<file path="src/bdclp_pkg.sv">
// shared types and constants for the button debounce unit
package bdclp_pkg;

    localparam int unsigned US_PER_MS     = 1000;
    localparam int unsigned DEB_MS_W      = 10;
    localparam int unsigned LONG_MS_W     = 16;
    localparam int unsigned CFG_DATA_W    = 16;
    localparam int unsigned TIME_W        = 32;
    localparam int unsigned DEB_US_W      = 20;
    localparam int unsigned LONG_US_W     = 26;

    localparam logic [DEB_MS_W-1:0]  DEB_MS_RST   = DEB_MS_W'(50);
    localparam logic [LONG_MS_W-1:0] LONG_MS_RST  = LONG_MS_W'(1000);
    localparam logic [DEB_US_W-1:0]  DEB_US_RST   = DEB_US_W'(50 * US_PER_MS);
    localparam logic [LONG_US_W-1:0] LONG_US_RST  = LONG_US_W'(1000 * US_PER_MS);

    typedef enum logic [0:0] {
        REG_DEBOUNCE_MS   = 1'b0,
        REG_LONG_PRESS_MS = 1'b1
    } cfg_index_t;

    typedef struct packed {
        logic              pin_level;
        logic [TIME_W-1:0] time_us;
    } sample_word_t;

    typedef struct packed {
        logic down_event;
        logic up_event;
        logic click_event;
        logic long_press_event;
        logic debounced_level;
    } result_word_t;

    // timing values in microseconds, handed from the register block to the core
    typedef struct packed {
        logic [DEB_US_W-1:0]  deb_us;
        logic [LONG_US_W-1:0] long_us;
    } timing_t;

endpackage

</file>
<file path="src/bdclp_stream_if.sv">
// valid/ready channel carrying one word of a given type
interface bdclp_stream_if #(
    parameter type T = logic
) ();
    logic valid;
    logic ready;
    T     data;

    modport source (output valid, output data, input ready);
    modport sink   (input valid, input data, output ready);
endinterface

</file>
<file path="src/bdclp_cfg.sv">
// configuration registers and their microsecond values
module bdclp_cfg
    import bdclp_pkg::*;
(
    input  logic                  clk,
    input  logic                  rst_n,
    input  logic                  cfg_we,
    input  cfg_index_t            cfg_index,
    input  logic [CFG_DATA_W-1:0] cfg_data,
    output timing_t               timing
);

    logic [DEB_MS_W-1:0]  deb_ms_reg;
    logic [LONG_MS_W-1:0] long_ms_reg;
    logic [DEB_US_W-1:0]  deb_us_reg;
    logic [LONG_US_W-1:0] long_us_reg;
    logic [DEB_US_W-1:0]  deb_us_next;
    logic [LONG_US_W-1:0] long_us_next;

    // constant multiply, registered before use in the core
    assign deb_us_next  = DEB_US_W'(deb_ms_reg * DEB_US_W'(US_PER_MS));
    assign long_us_next = LONG_US_W'(long_ms_reg * LONG_US_W'(US_PER_MS));

    always_ff @(posedge clk or negedge rst_n)
    begin
        if (!rst_n)
        begin
            deb_ms_reg  <= DEB_MS_RST;
            long_ms_reg <= LONG_MS_RST;
            deb_us_reg  <= DEB_US_RST;
            long_us_reg <= LONG_US_RST;
        end
        else
        begin
            if (cfg_we)
            begin
                case (cfg_index)
                    REG_DEBOUNCE_MS:   deb_ms_reg  <= cfg_data[DEB_MS_W-1:0];
                    REG_LONG_PRESS_MS: long_ms_reg <= cfg_data[LONG_MS_W-1:0];
                    default:           ;
                endcase
            end
            deb_us_reg  <= deb_us_next;
            long_us_reg <= long_us_next;
        end
    end

    assign timing.deb_us  = deb_us_reg;
    assign timing.long_us = long_us_reg;

endmodule

</file>
<file path="src/bdclp_core.sv">
// debounce state and event decisions for one sample
module bdclp_core
    import bdclp_pkg::*;
(
    input  logic         clk,
    input  logic         rst_n,
    input  logic         advance,
    input  sample_word_t sample,
    input  timing_t      timing,
    output result_word_t result
);

    logic              prev_level_reg, prev_level_next;
    logic [TIME_W-1:0] fall_time_reg, fall_time_next;
    logic [TIME_W-1:0] rise_time_reg, rise_time_next;
    logic [TIME_W-1:0] press_time_reg, press_time_next;
    logic              down_rep_reg, down_rep_next;
    logic              up_rep_reg, up_rep_next;
    logic              long_rep_reg, long_rep_next;
    logic              stable_reg, stable_next;

    logic [TIME_W-1:0]    deb_w;
    logic [TIME_W-1:0]    long_w;
    logic [LONG_US_W-1:0] long_thr;
    logic [TIME_W-1:0]    since_fall;
    logic [TIME_W-1:0]    since_rise;
    logic [TIME_W-1:0]    since_press;
    logic                 down_ok;
    logic                 up_ok;
    logic                 long_ok;

    assign deb_w  = TIME_W'(timing.deb_us);
    assign long_w = TIME_W'(timing.long_us);

    // threshold counted from the down report, saturating at zero
    assign long_thr = (timing.long_us > LONG_US_W'(timing.deb_us))
                    ? timing.long_us - LONG_US_W'(timing.deb_us)
                    : '0;

    assign since_fall  = sample.time_us - fall_time_reg;
    assign since_rise  = sample.time_us - rise_time_reg;
    assign since_press = sample.time_us - press_time_reg;

    assign down_ok = (since_fall >= deb_w) && !down_rep_reg;
    assign up_ok   = (since_rise >= deb_w) && !up_rep_reg;
    // a fresh down report leaves zero time since press
    assign long_ok = !long_rep_reg && (down_ok
                   ? (long_thr == '0)
                   : (down_rep_reg && (since_press >= TIME_W'(long_thr))));

    always_comb
    begin
        prev_level_next = sample.pin_level;
        fall_time_next  = fall_time_reg;
        rise_time_next  = rise_time_reg;
        press_time_next = press_time_reg;
        down_rep_next   = down_rep_reg;
        up_rep_next     = up_rep_reg;
        long_rep_next   = long_rep_reg;
        stable_next     = stable_reg;
        result          = '0;

        if (sample.pin_level != prev_level_reg)
        begin
            if (!sample.pin_level)
            begin
                fall_time_next = sample.time_us;
            end
            else
            begin
                rise_time_next = sample.time_us;
            end
        end
        else if (!sample.pin_level)
        begin
            if (down_ok)
            begin
                stable_next       = 1'b0;
                result.down_event = 1'b1;
                press_time_next   = sample.time_us;
                down_rep_next     = 1'b1;
                up_rep_next       = 1'b0;
            end
            if (long_ok)
            begin
                result.long_press_event = 1'b1;
                long_rep_next           = 1'b1;
            end
        end
        else
        begin
            if (up_ok)
            begin
                stable_next        = 1'b1;
                result.up_event    = 1'b1;
                up_rep_next        = 1'b1;
                down_rep_next      = 1'b0;
                long_rep_next      = 1'b0;
                result.click_event = since_press < long_w;
            end
        end

        result.debounced_level = stable_next;
    end

    always_ff @(posedge clk or negedge rst_n)
    begin
        if (!rst_n)
        begin
            prev_level_reg <= 1'b1;
            fall_time_reg  <= '0;
            rise_time_reg  <= '0;
            press_time_reg <= '0;
            down_rep_reg   <= 1'b0;
            up_rep_reg     <= 1'b0;
            long_rep_reg   <= 1'b0;
            stable_reg     <= 1'b1;
        end
        else if (advance)
        begin
            prev_level_reg <= prev_level_next;
            fall_time_reg  <= fall_time_next;
            rise_time_reg  <= rise_time_next;
            press_time_reg <= press_time_next;
            down_rep_reg   <= down_rep_next;
            up_rep_reg     <= up_rep_next;
            long_rep_reg   <= long_rep_next;
            stable_reg     <= stable_next;
        end
    end

endmodule

</file>
<file path="src/button_debounce_click_long_press_unit.sv">
// Button debouncer for an active-low pin with click and long-press events. One word,
// a pin sample with its microsecond timestamp, is taken per clock and gives one result
// word: the sample is held in an input register, the core updates its state and decides
// the events, and the result waits in an output register. The throughput of one word per
// clock, when the result is not stalled, is set by the state update in the core; a
// stalled result holds the input register and then the sample channel. A register write
// takes effect for words taken at the clock edge after the write and later, as the
// millisecond values are scaled to microseconds in a register stage.
module button_debounce_click_long_press_unit
    import bdclp_pkg::*;
(
    input  logic                  clk,
    input  logic                  rst_n,
    input  logic                  cfg_we,
    input  cfg_index_t            cfg_index,
    input  logic [CFG_DATA_W-1:0] cfg_data,
    bdclp_stream_if.sink          sample,
    bdclp_stream_if.source        result
);

    timing_t      timing;
    sample_word_t in_word_reg;
    logic         in_vld_reg;
    result_word_t core_word;
    result_word_t out_word_reg;
    logic         out_vld_reg;
    logic         advance;

    // the core moves a word whenever the output register is free or emptying
    assign advance      = in_vld_reg && (!out_vld_reg || result.ready);
    assign sample.ready = !in_vld_reg || advance;

    bdclp_cfg u_cfg (
        .clk       (clk),
        .rst_n     (rst_n),
        .cfg_we    (cfg_we),
        .cfg_index (cfg_index),
        .cfg_data  (cfg_data),
        .timing    (timing)
    );

    bdclp_core u_core (
        .clk     (clk),
        .rst_n   (rst_n),
        .advance (advance),
        .sample  (in_word_reg),
        .timing  (timing),
        .result  (core_word)
    );

    always_ff @(posedge clk or negedge rst_n)
    begin
        if (!rst_n)
        begin
            in_vld_reg  <= 1'b0;
            out_vld_reg <= 1'b0;
        end
        else
        begin
            if (sample.ready)
            begin
                in_vld_reg <= sample.valid;
            end
            if (advance)
            begin
                out_vld_reg <= 1'b1;
            end
            else if (result.ready)
            begin
                out_vld_reg <= 1'b0;
            end
        end
    end

    always_ff @(posedge clk)
    begin
        if (sample.valid && sample.ready)
        begin
            in_word_reg <= sample.data;
        end
        if (advance)
        begin
            out_word_reg <= core_word;
        end
    end

    assign result.valid = out_vld_reg;
    assign result.data  = out_word_reg;

endmodule

</file>
<file path="src/flat_wrapper.sv">
// flat-port wrapper written by rule: the top's interface ports become plain ports
module button_debounce_click_long_press_unit_flat import bdclp_pkg::*;
  (clk, rst_n, cfg_we, cfg_index, cfg_data, sample_valid, sample_data, sample_ready, result_valid, result_data, result_ready);
  bdclp_stream_if sample_i ();
  bdclp_stream_if result_i ();
  input  logic clk;
  input  logic rst_n;
  input  logic cfg_we;
  input  cfg_index_t cfg_index;
  input  logic [CFG_DATA_W-1:0] cfg_data;
  input wire logic [$bits(sample_i.valid)-1:0] sample_valid;
  input wire logic [$bits(sample_i.data)-1:0] sample_data;
  output wire logic [$bits(sample_i.ready)-1:0] sample_ready;
  output wire logic [$bits(result_i.valid)-1:0] result_valid;
  output wire logic [$bits(result_i.data)-1:0] result_data;
  input wire logic [$bits(result_i.ready)-1:0] result_ready;
  assign sample_i.valid = sample_valid;
  assign sample_i.data = sample_data;
  assign sample_ready = sample_i.ready;
  assign result_valid = result_i.valid;
  assign result_data = result_i.data;
  assign result_i.ready = result_ready;
  button_debounce_click_long_press_unit u_core (.clk(clk), .rst_n(rst_n), .cfg_we(cfg_we), .cfg_index(cfg_index), .cfg_data(cfg_data), .sample(sample_i), .result(result_i));
endmodule
</file>
<file path="config.mk">
export PLATFORM = sky130hd
export DESIGN_NAME = button_debounce_click_long_press_unit_flat
export DESIGN_NICKNAME = d
export VERILOG_FILES = /design/src/bdclp_pkg.sv /design/src/bdclp_stream_if.sv /design/src/bdclp_cfg.sv /design/src/bdclp_core.sv /design/src/button_debounce_click_long_press_unit.sv /design/src/flat_wrapper.sv
export SDC_FILE = /design/constraint.sdc
export NUM_CORES = 1
export LEC_CHECK = 0
export ABC_AREA = 1
export CORE_MARGIN = 3
export CORE_UTILIZATION = 55
export DETAILED_ROUTE_END_ITERATION = 8
export DONT_BUFFER_PORTS = 1
export MAX_ROUTING_LAYER = met4
export PLACE_DENSITY = 0.71
export SYNTH_ARGS = -nofsm -noshare
export SYNTH_HDL_FRONTEND = slang
export SYNTH_SLANG_ARGS = --single-unit
</file>
<file path="constraint.sdc">
create_clock -name clk -period 11.3 [get_ports clk]
set_clock_uncertainty 0.2 [all_clocks]
set_input_delay 0.565 -clock clk [delete_from_list [all_inputs] [get_ports clk]]
set_output_delay 0.565 -clock clk [all_outputs]
set_load 0.005 [all_outputs]
</file>
==> results.txt, run 1 <==
Hold Path Class: in -> reg
Net count after synthesis: 476
Fill cells: 481
Post_cts resized: 0
Worst Path Required: 11270 ps
Cells after synthesis: 362
Most common flop cell mapped by yosys: dfrtp_1
# DRC: 0
Max incr delay on CP: 600 ps
Clk slew on worst S/H paths: 70 ps
Period utilization: 0.373
Post-CTS Setup Bufs: 0
Layout Nets: 484
Highest-delay cell along the critical path: dfstp_2
GRT Max-Usage Layer: met2
Worst-margin pin slew: 665 ps
Adder-cell share of the synthesized area: 0.405
Max clock buf depth: 2
Post-Route WL: 5.27 mm
Initial DRC count: 51
Overall global routing resource usage: 0.169
Starting Density: 0.586
Pin count of the biggest net entering global routing: 34
Met2 usage: 0.291
Netlist Area Pre-Place: 3350 um2
Total grt overflow: 0
Initial antenna violation count: 0
Number of synthesized flops with an enable pin: 2
Core footprint: 5710 um2
Storage cell area: 900 um2
Fmax: 237 MHz
Via density: 4.97
Area fraction in compound gates after synthesis: 0.0651
RD Place Congestion: 0.801
PortBufs: 0
Min Tclk post-route: 4210 ps
M3 GR Usage: 0.0296
Pre-antenna DRT Iters: 4
Crit-path cells: inv_1 -> fa_1 -> fa_1 -> fa_1 -> fa_1 -> inv_1 -> ha_1 -> a21oi_1 -> o21ai_1 -> nand2_1 -> nand3_2 -> nand2_1 -> nand3_1 -> nand2_1 -> nand2_1
MaxCap Viol Count: 0
Final Max Tran Viols: 0
Unrepaired setup endpoints after global routing: no
H-tree Lvls: 2
DR vias: 2202
Clock sink count: 35
Clock Latency Late Sink: 280 ps
Final setup TNS: 0 ps
Status: complete, no violations
Avg Inst Size Synth: 9.24 um2
Yosys warns: 0
Die Width: 84.0 um
Post-synthesis mux area share: 0.00337
Core Rows: 27
CTS root buffer: clkbuf_8
Data arrival, critical path: 4180 ps
Final Hold Fails: 0
Synth Register Bits: 35
Slew margin rel.: 0.557
CP Class: reg -> reg
Max FO, Critical Path: 6
Die Y: 84.0 um
Vias in the first global route: 2199
Share of layout cells above drive strength 1: 0.0782
Simple-gate share of the synthesized area: 0.122
N_diodes: 0
Routed len/inst: 11.9 um
First-pass GRT wire length: 9.49 mm
Netlist cell types: 29
CP Capture Type: flop
Max reg flops: 17
Num CTS Buffers: 5
Layout area overhead: 5.98%
Detail Route Antenna Nets: 0
HPWL after detailed placement: 4.45 mm
Area occupied by multi-input gates: 2110 um2
Seq/Total Area, Yosys: 0.269
Async set or reset register ratio after synthesis: 0.943
CTS tree: built
Final setup violating endpoints: 0
Ports: 26
Xor and xnor fraction of the mapped netlist area: 0.0366
DIE AREA: 7060 um2
Largest family of logic cells by synthesized area: adder cells
M1 GR Usage: 0.211
Setup crit start kind: flop
==> synth_stat cells, drive strengths merged (2+ instances only) <==
cell	n	share of area
o21ai	3	0.0045
nor2	22	0.025
edfxtp	2	0.018
xor2	13	0.034
a21oi	28	0.045
nand3	11	0.018
nor3	4	0.0060
nand2	57	0.066
ha	62	0.23
dfrtp	22	0.16
fa	29	0.17
dfstp	11	0.086
inv	87	0.098
==> layer usage <==
metal | wire [um] | part of all wire | vias up
met4 | 40 | 0.0076 | 0
met3 | 146 | 0.028 | 5
met1 | 2420 | 0.46 | 1039
met2 | 2660 | 0.51 | 23
met5 | 0 | 0 | -
li1 | - | - | 1135
==> through the flow <==
step / instance area, um2 / utilization / worst slack (ps) / hold slack (ps) / cells
2_1_floorplan: 3350 / - / 7330 / 69.4 / 362
3_3_place_gp: 3430 / 0.601 / 7160 / 70.1 / 433
3_5_place_dp: 3430 / 0.601 / 7100 / 70.0 / 433
4_1_cts: 3550 / 0.621 / 7070 / 163 / 443
5_1_grt: 3550 / 0.621 / 6870 / 156 / 443
6_report: 3550 / 0.621 / 7090 / 174 / 443
==> area by class of cell <==
type | count | area share
multi-input cells | 239 | 0.596
flip-flops and latches | 35 | 0.254
inverters | 87 | 0.0921
well taps | 72 | 0.0254
clock buffers | 6 | 0.0205
repair buffers | 2 | 0.00847
clock inverters | 2 | 0.00353
==> worst paths after layout <==
check / cells past startpoint / end / start / slack (ps)
min in group asynchronous: 2 / u_core.u_core.fall_time_reg[0] / rst_n / 520
worst max-delay path: 15 / u_core.u_cfg.deb_us_reg[19] / u_core.u_cfg.deb_ms_reg[1] / 7090
worst min-delay path: 0 / u_core.in_word_reg[0] / sample_data / 170
worst max register to register: 15 / u_core.u_cfg.deb_us_reg[19] / u_core.u_cfg.deb_ms_reg[1] / 7090
worst min register to register: 0 / u_core.u_cfg.deb_us_reg[4] / u_core.u_cfg.deb_ms_reg[1] / 220
max in group asynchronous: 2 / u_core.u_cfg.deb_us_reg[14] / rst_n / 10130
==> layout by cell type (no fill, tap or decap), types with 2 or more instances in the layout <==
| cell type | n |
|---|---|
| a21oi_1 | 25 |
| a21oi_2 | 3 |
| clkbuf_8 | 5 |
| dfrtp_1 | 22 |
| dfstp_2 | 11 |
| edfxtp_1 | 2 |
| fa_1 | 29 |
| ha_1 | 62 |
| inv_1 | 87 |
| nand2_1 | 54 |
| nand2_2 | 3 |
| nand3_1 | 10 |
| nor2_1 | 21 |
| nor3_1 | 4 |
| o21ai_0 | 2 |
| xor2_1 | 13 |
==> what timing repair did <==
item | CTS | global route
hold buffers | 2 | 0
endpoints found under the setup margin | 0 | 0
endpoints found under the hold margin | 33 | 0
==> logic make-up after synthesis <==
kind of cell | Yosys count
simple gates | 97
fa+ha+maj | 91
buf+inv | 88
compound gates | 36
flops | 35
xor+xnor | 14
mux | 1
==> critical path, delay by kind of cell, from the launching register on <==
kind / cells / cell delay (ps)
simple gates: 6 / 470
compound gates: 2 / 310
flops: 1 / 600
fa+ha+maj: 5 / 2390
buf+inv: 2 / 130
Power of run 1 is not shown: default switching activity piles up to over one toggle a cycle in this logic, so the estimate is an artifact.
==> run 2, diff against run 1 <==
- clock period: 11.3 -> 4.3 ns (I/O delays scaled with it)
==> run 2 against run 1 <==
  * Sequential cell count is the same
  * Die area is the same
  * Via count grew 3.6%
  * Critical path depth shrank 2
  * First-iteration DRC count grew 82%
  * Global-route usage grew 0.74 points
==> results.txt, run 2 (synthesized netlist as in run 1, its figures left out) <==
H-tree Lvls: 2
Top routing layer in use: met4
Pre-antenna DRT Iters: 4
Fmax: 246 MHz
Total grt overflow: 0
Post-Place Setup Slack: 134 ps
Max reg flops: 17
Ports: 26
Unrepaired setup endpoints after global routing: no
CTS root buffer: clkbuf_8
MaxCap Viol Count: 0
Area occupied by multi-input gates: 2130 um2
Core Rows: 27
Setup WS post-layout: 232 ps
Final Hold Fails: 0
RD Place Congestion: 0.845
Initial DRC count: 93
Final setup violating endpoints: 0
First-pass GRT wire length: 9.91 mm
WL met2: 2.71 mm
# DRC: 0
Reg2reg path depth: 13
Final Max Tran Viols: 0
Vias in the first global route: 2359
Initial antenna violation count: 0
Commonest non-fill, non-tap cell in the layout: inv_1
Routed len/inst: 11.9 um
CP Class: reg -> reg
DR vias: 2282
Clock sink count: 35
Crit-path cells: inv_1 -> fa_1 -> fa_1 -> fa_1 -> fa_1 -> inv_1 -> ha_2 -> nand2_1 -> nor2_1 -> nand2_2 -> o211ai_4 -> a21oi_2 -> xor2_1
Buf/Inv on CP: 2
Die Width: 84.0 um
WL met1: 2.52 mm
Num CTS Buffers: 5
Period utilization: 0.946
Post-Route WL: 5.44 mm
Min Tclk post-route: 4070 ps
Final setup TNS: 0 ps
Detail Route Antenna Nets: 0
Share of layout cells above drive strength 1: 0.0881
Overall global routing resource usage: 0.177
DIE AREA: 7060 um2
Via density: 4.98
HPWL after detailed placement: 4.41 mm
Setup crit start kind: flop
Max clock buf depth: 2
Worst Path Required: 4270 ps
Data arrival, critical path: 4040 ps
Layout Nets: 499
Most frequent CP cell: fa_1
Die Y: 84.0 um
PortBufs: 0
CTS tree: built
Most frequent cells in the layout: inv_1, ha_1, nand2_1
Max incr delay on CP: 560 ps
Layout area overhead: 10.8%
Fill cells: 465
Clk slew on worst S/H paths: 70 ps
Max FO, Critical Path: 5
N_diodes: 0
Highest-delay cell along the critical path: dfstp_2
Hold Path Class: in -> async
Clock Latency Late Sink: 280 ps
Storage cell area: 900 um2
Status: complete, no violations
Starting Density: 0.586
CP Capture Type: flop
Core footprint: 5710 um2
Routed length on met3: 133 um
Cell family with most CP delay: adder cells
Slew margin rel.: 0.560
Pin count of the biggest net entering global routing: 34
Post-CTS Setup Bufs: 0
Worst hold slack: 189 ps
CP Depth: 13
Worst-margin pin slew: 660 ps
run 2: cell count changes in the layout (fill, tap and decap cells not counted), sizes merged:
| cell | before | now |
|---|---|---|
| buf | 1 | 2 |
| dlygate4sd3 | 1 | 15 |
run 2: per-layer routing:
metal / up-vias / track usage
met5: - / -
met1: 1080 / 0.220
li1: 1167 / -
met3: 6 / 0.0267
met2: 29 / 0.304
met4: 0 / 0.0439
run 2: cell type report:
cell class	count	area share
clock buffer	6	0.0196
timing repair buffer	17	0.0479
inverter	87	0.0881
tap	72	0.0243
sequential	35	0.243
clock inverter	2	0.00338
multi-input combinational	239	0.574
run 2: timing repair:
item | CTS | global route
resized for setup | 0 | 4
hold buffers | 16 | 0
endpoints found under the hold margin | 47 | 0
endpoints found under the setup margin | 0 | 3
run 2: final timing paths:
kind / from / end / slack, ps
max: u_core.u_cfg.deb_ms_reg[4] / u_core.u_cfg.deb_us_reg[16] / 230
min: rst_n / u_core.u_core.down_rep_reg / 190
max reg2reg: u_core.u_cfg.deb_ms_reg[4] / u_core.u_cfg.deb_us_reg[16] / 230
min reg2reg: u_core.u_cfg.deb_ms_reg[1] / u_core.u_cfg.deb_us_reg[4] / 220
max in group asynchronous: rst_n / u_core.u_cfg.deb_us_reg[14] / 3470
min in group clk: u_core.u_cfg.deb_ms_reg[1] / u_core.u_cfg.deb_us_reg[4] / 220
run 2: per-stage QoR:
step / cell area (um2) / util / std cells
after global placement: 3440 / 0.602 / 434
after floorplan: 3350 / - / 362
after global routing: 3710 / 0.649 / 458
final: 3710 / 0.649 / 458
after detailed placement: 3440 / 0.602 / 434
after CTS: 3690 / 0.647 / 458
Power of run 2 is left out for the same reason.
==> run 3, diff against run 2 <==
==> constraint.sdc (replaced) <==
create_clock -name clk -period 4.3 [get_ports clk]
set_clock_uncertainty 0.2 [all_clocks]
set_input_delay 0.86 -clock clk [delete_from_list [all_inputs] [get_ports clk]]
set_output_delay 0.86 -clock clk [all_outputs]
set_load 0.005 [all_outputs]
==> run 3 against run 2 <==
  * Largest cell class unchanged
  * Clock-buffer cell count unchanged
  * Core utilization down 2.8 points
  * Critical endpoint is now u_core.u_cfg.deb_us_reg[17]
  * Sequential share of layout area grew 1.1 points
  * Die area did not move
  * Worst setup slack worse by 29 ps
  * Register-to-register slack worse by 30 ps
  * Maximum frequency is 0.71% lower
==> results.txt, run 3 (synthesized netlist as in run 1, its figures left out) <==
Final Max Tran Viols: 0
Worst-margin pin slew: 669 ps
Detail Route Antenna Nets: 0
Min Tclk post-route: 4100 ps
Setup crit end: u_core.u_cfg.deb_us_reg[17]
Die Width: 84.0 um
Share of layout cells above drive strength 1: 0.0916
PortBufs: 0
Status: complete, no violations
Initial antenna violation count: 0
CTS tree: built
H-tree Lvls: 2
CTS root buffer: clkbuf_8
Starting Density: 0.586
Max reg flops: 17
Hold Path Class: in -> async
Routed len/inst: 12.1 um
Initial DRC count: 43
Reg2reg path depth: 14
Hold_buf cts: 0
Crit Reg-Reg Startpoint: u_core.u_cfg.deb_ms_reg[4]
R2R Path End: u_core.u_cfg.deb_us_reg[17]
Vias in the first global route: 2271
Worst Setup SP: u_core.u_cfg.deb_ms_reg[4]
Fin cells: 443
MaxCap Viol Count: 0
Crit-path cells: inv_1 -> fa_1 -> fa_1 -> fa_1 -> fa_1 -> inv_1 -> ha_1 -> nand2_1 -> nor2_2 -> nand3_1 -> nand3_2 -> nand2_1 -> nand2_1 -> xor2_1
Max clock buf depth: 2
Final Hold Fails: 0
Post-Route WL: 5.35 mm
N_diodes: 0
HPWL after detailed placement: 4.45 mm
Slew margin rel.: 0.554
Pin count of the biggest net entering global routing: 34
Core Rows: 27
Setup crit start kind: flop
CP Class: reg -> reg
Total grt overflow: 0
First-pass GRT wire length: 9.60 mm
Layout area overhead: 5.91%
Clock Latency Late Sink: 280 ps
Period utilization: 0.953
Commonest non-fill, non-tap cell in the layout: inv_1
Data arrival, critical path: 4100 ps
RD Place Congestion: 0.838
Pre-antenna DRT Iters: 4
# DRC: 0
Final setup violating endpoints: 0
Clk slew on worst S/H paths: 70 ps
Highest-delay cell along the critical path: dfstp_2
DR vias: 2225
Worst Path Required: 4300 ps
CP Capture Type: flop
Num CTS Buffers: 5
Placed cell count: 435
Register-to-register setup slack: 200 ps
Overall global routing resource usage: 0.170
Core footprint: 5710 um2
Most frequent CP cell: fa_1
DIE AREA: 7060 um2
Layout Nets: 484
Most frequent cells in the layout: inv_1, ha_1, nand2_1
Max incr delay on CP: 560 ps
Fmax: 244 MHz
Max FO, Critical Path: 6
Die Y: 84.0 um
Clock sink count: 35
Ports: 26
Via density: 5.02
## run 3: cell count changes in the layout (fill, tap and decap cells not counted), sizes merged
cell         change
dlygate4sd3     -15
## run 3: through the flow
stage                     setup WS (ps)  hold WS (ps)  area [um2]  utilization  setup TNS (ps)
after floorplan                     329           194        3350            -               0
after global placement              207           240        3450        0.604               0
after detailed placement            148           242        3450        0.604               0
after CTS                           112          55.3        3530        0.618               0
after global routing             -0.365          41.3        3540        0.621          -0.365
final                               203          59.7        3540        0.621               0
## run 3: routing by layer
| layer | part of all wire | track usage | routed length [um] |
|---|---|---|---|
| met1 | 0.47 | 0.218 | 2500 |
| met5 | 0 | - | 0 |
| met3 | 0.025 | 0.0267 | 135 |
| met2 | 0.50 | 0.288 | 2680 |
| met4 | 0.0071 | 0.0322 | 38 |
## run 3: worst min path at each step
stage / start / cells past startpoint / end
final: rst_n / 0 / u_core.u_core.fall_time_reg[0]
after global routing: rst_n / 0 / u_core.u_core.down_rep_reg
after CTS: rst_n / 0 / u_core.u_core.down_rep_reg
after detailed placement: u_core.u_core.prev_level_reg / 2 / u_core.u_core.prev_level_reg
after global placement: u_core.u_core.prev_level_reg / 2 / u_core.u_core.prev_level_reg
after floorplan: u_core.u_cfg.deb_ms_reg[1] / 0 / u_core.u_cfg.deb_us_reg[4]
## run 3: cell type report
| class | count | area, um2 |
|---|---|---|
| flip-flops and latches | 35 | 900 |
| clock inverters | 2 | 12.5 |
| inverters | 87 | 327 |
| clock buffers | 6 | 72.6 |
| well taps | 72 | 90.1 |
| multi-input cells | 239 | 2130 |
| fillers | 490 | 2170 |
| repair buffers | 2 | 15.0 |
## run 3: worst max-delay path, delay by kind of cell (launching register included)
| kind | cells | cell delay (ps) |
|---|---|---|
| AND/OR/NAND/NOR | 6 | 590 |
| adder cells (fa/ha/maj) | 5 | 2340 |
| flip-flops | 1 | 560 |
| XOR/XNOR | 1 | 140 |
| buffers and inverters | 2 | 170 |
## run 3: timing repair
item	4_1_cts	5_1_grt
gates resized for setup	0	4
buffers inserted	0	0
endpoints found under the setup margin	0	2
Power of run 3 is left out for the same reason.
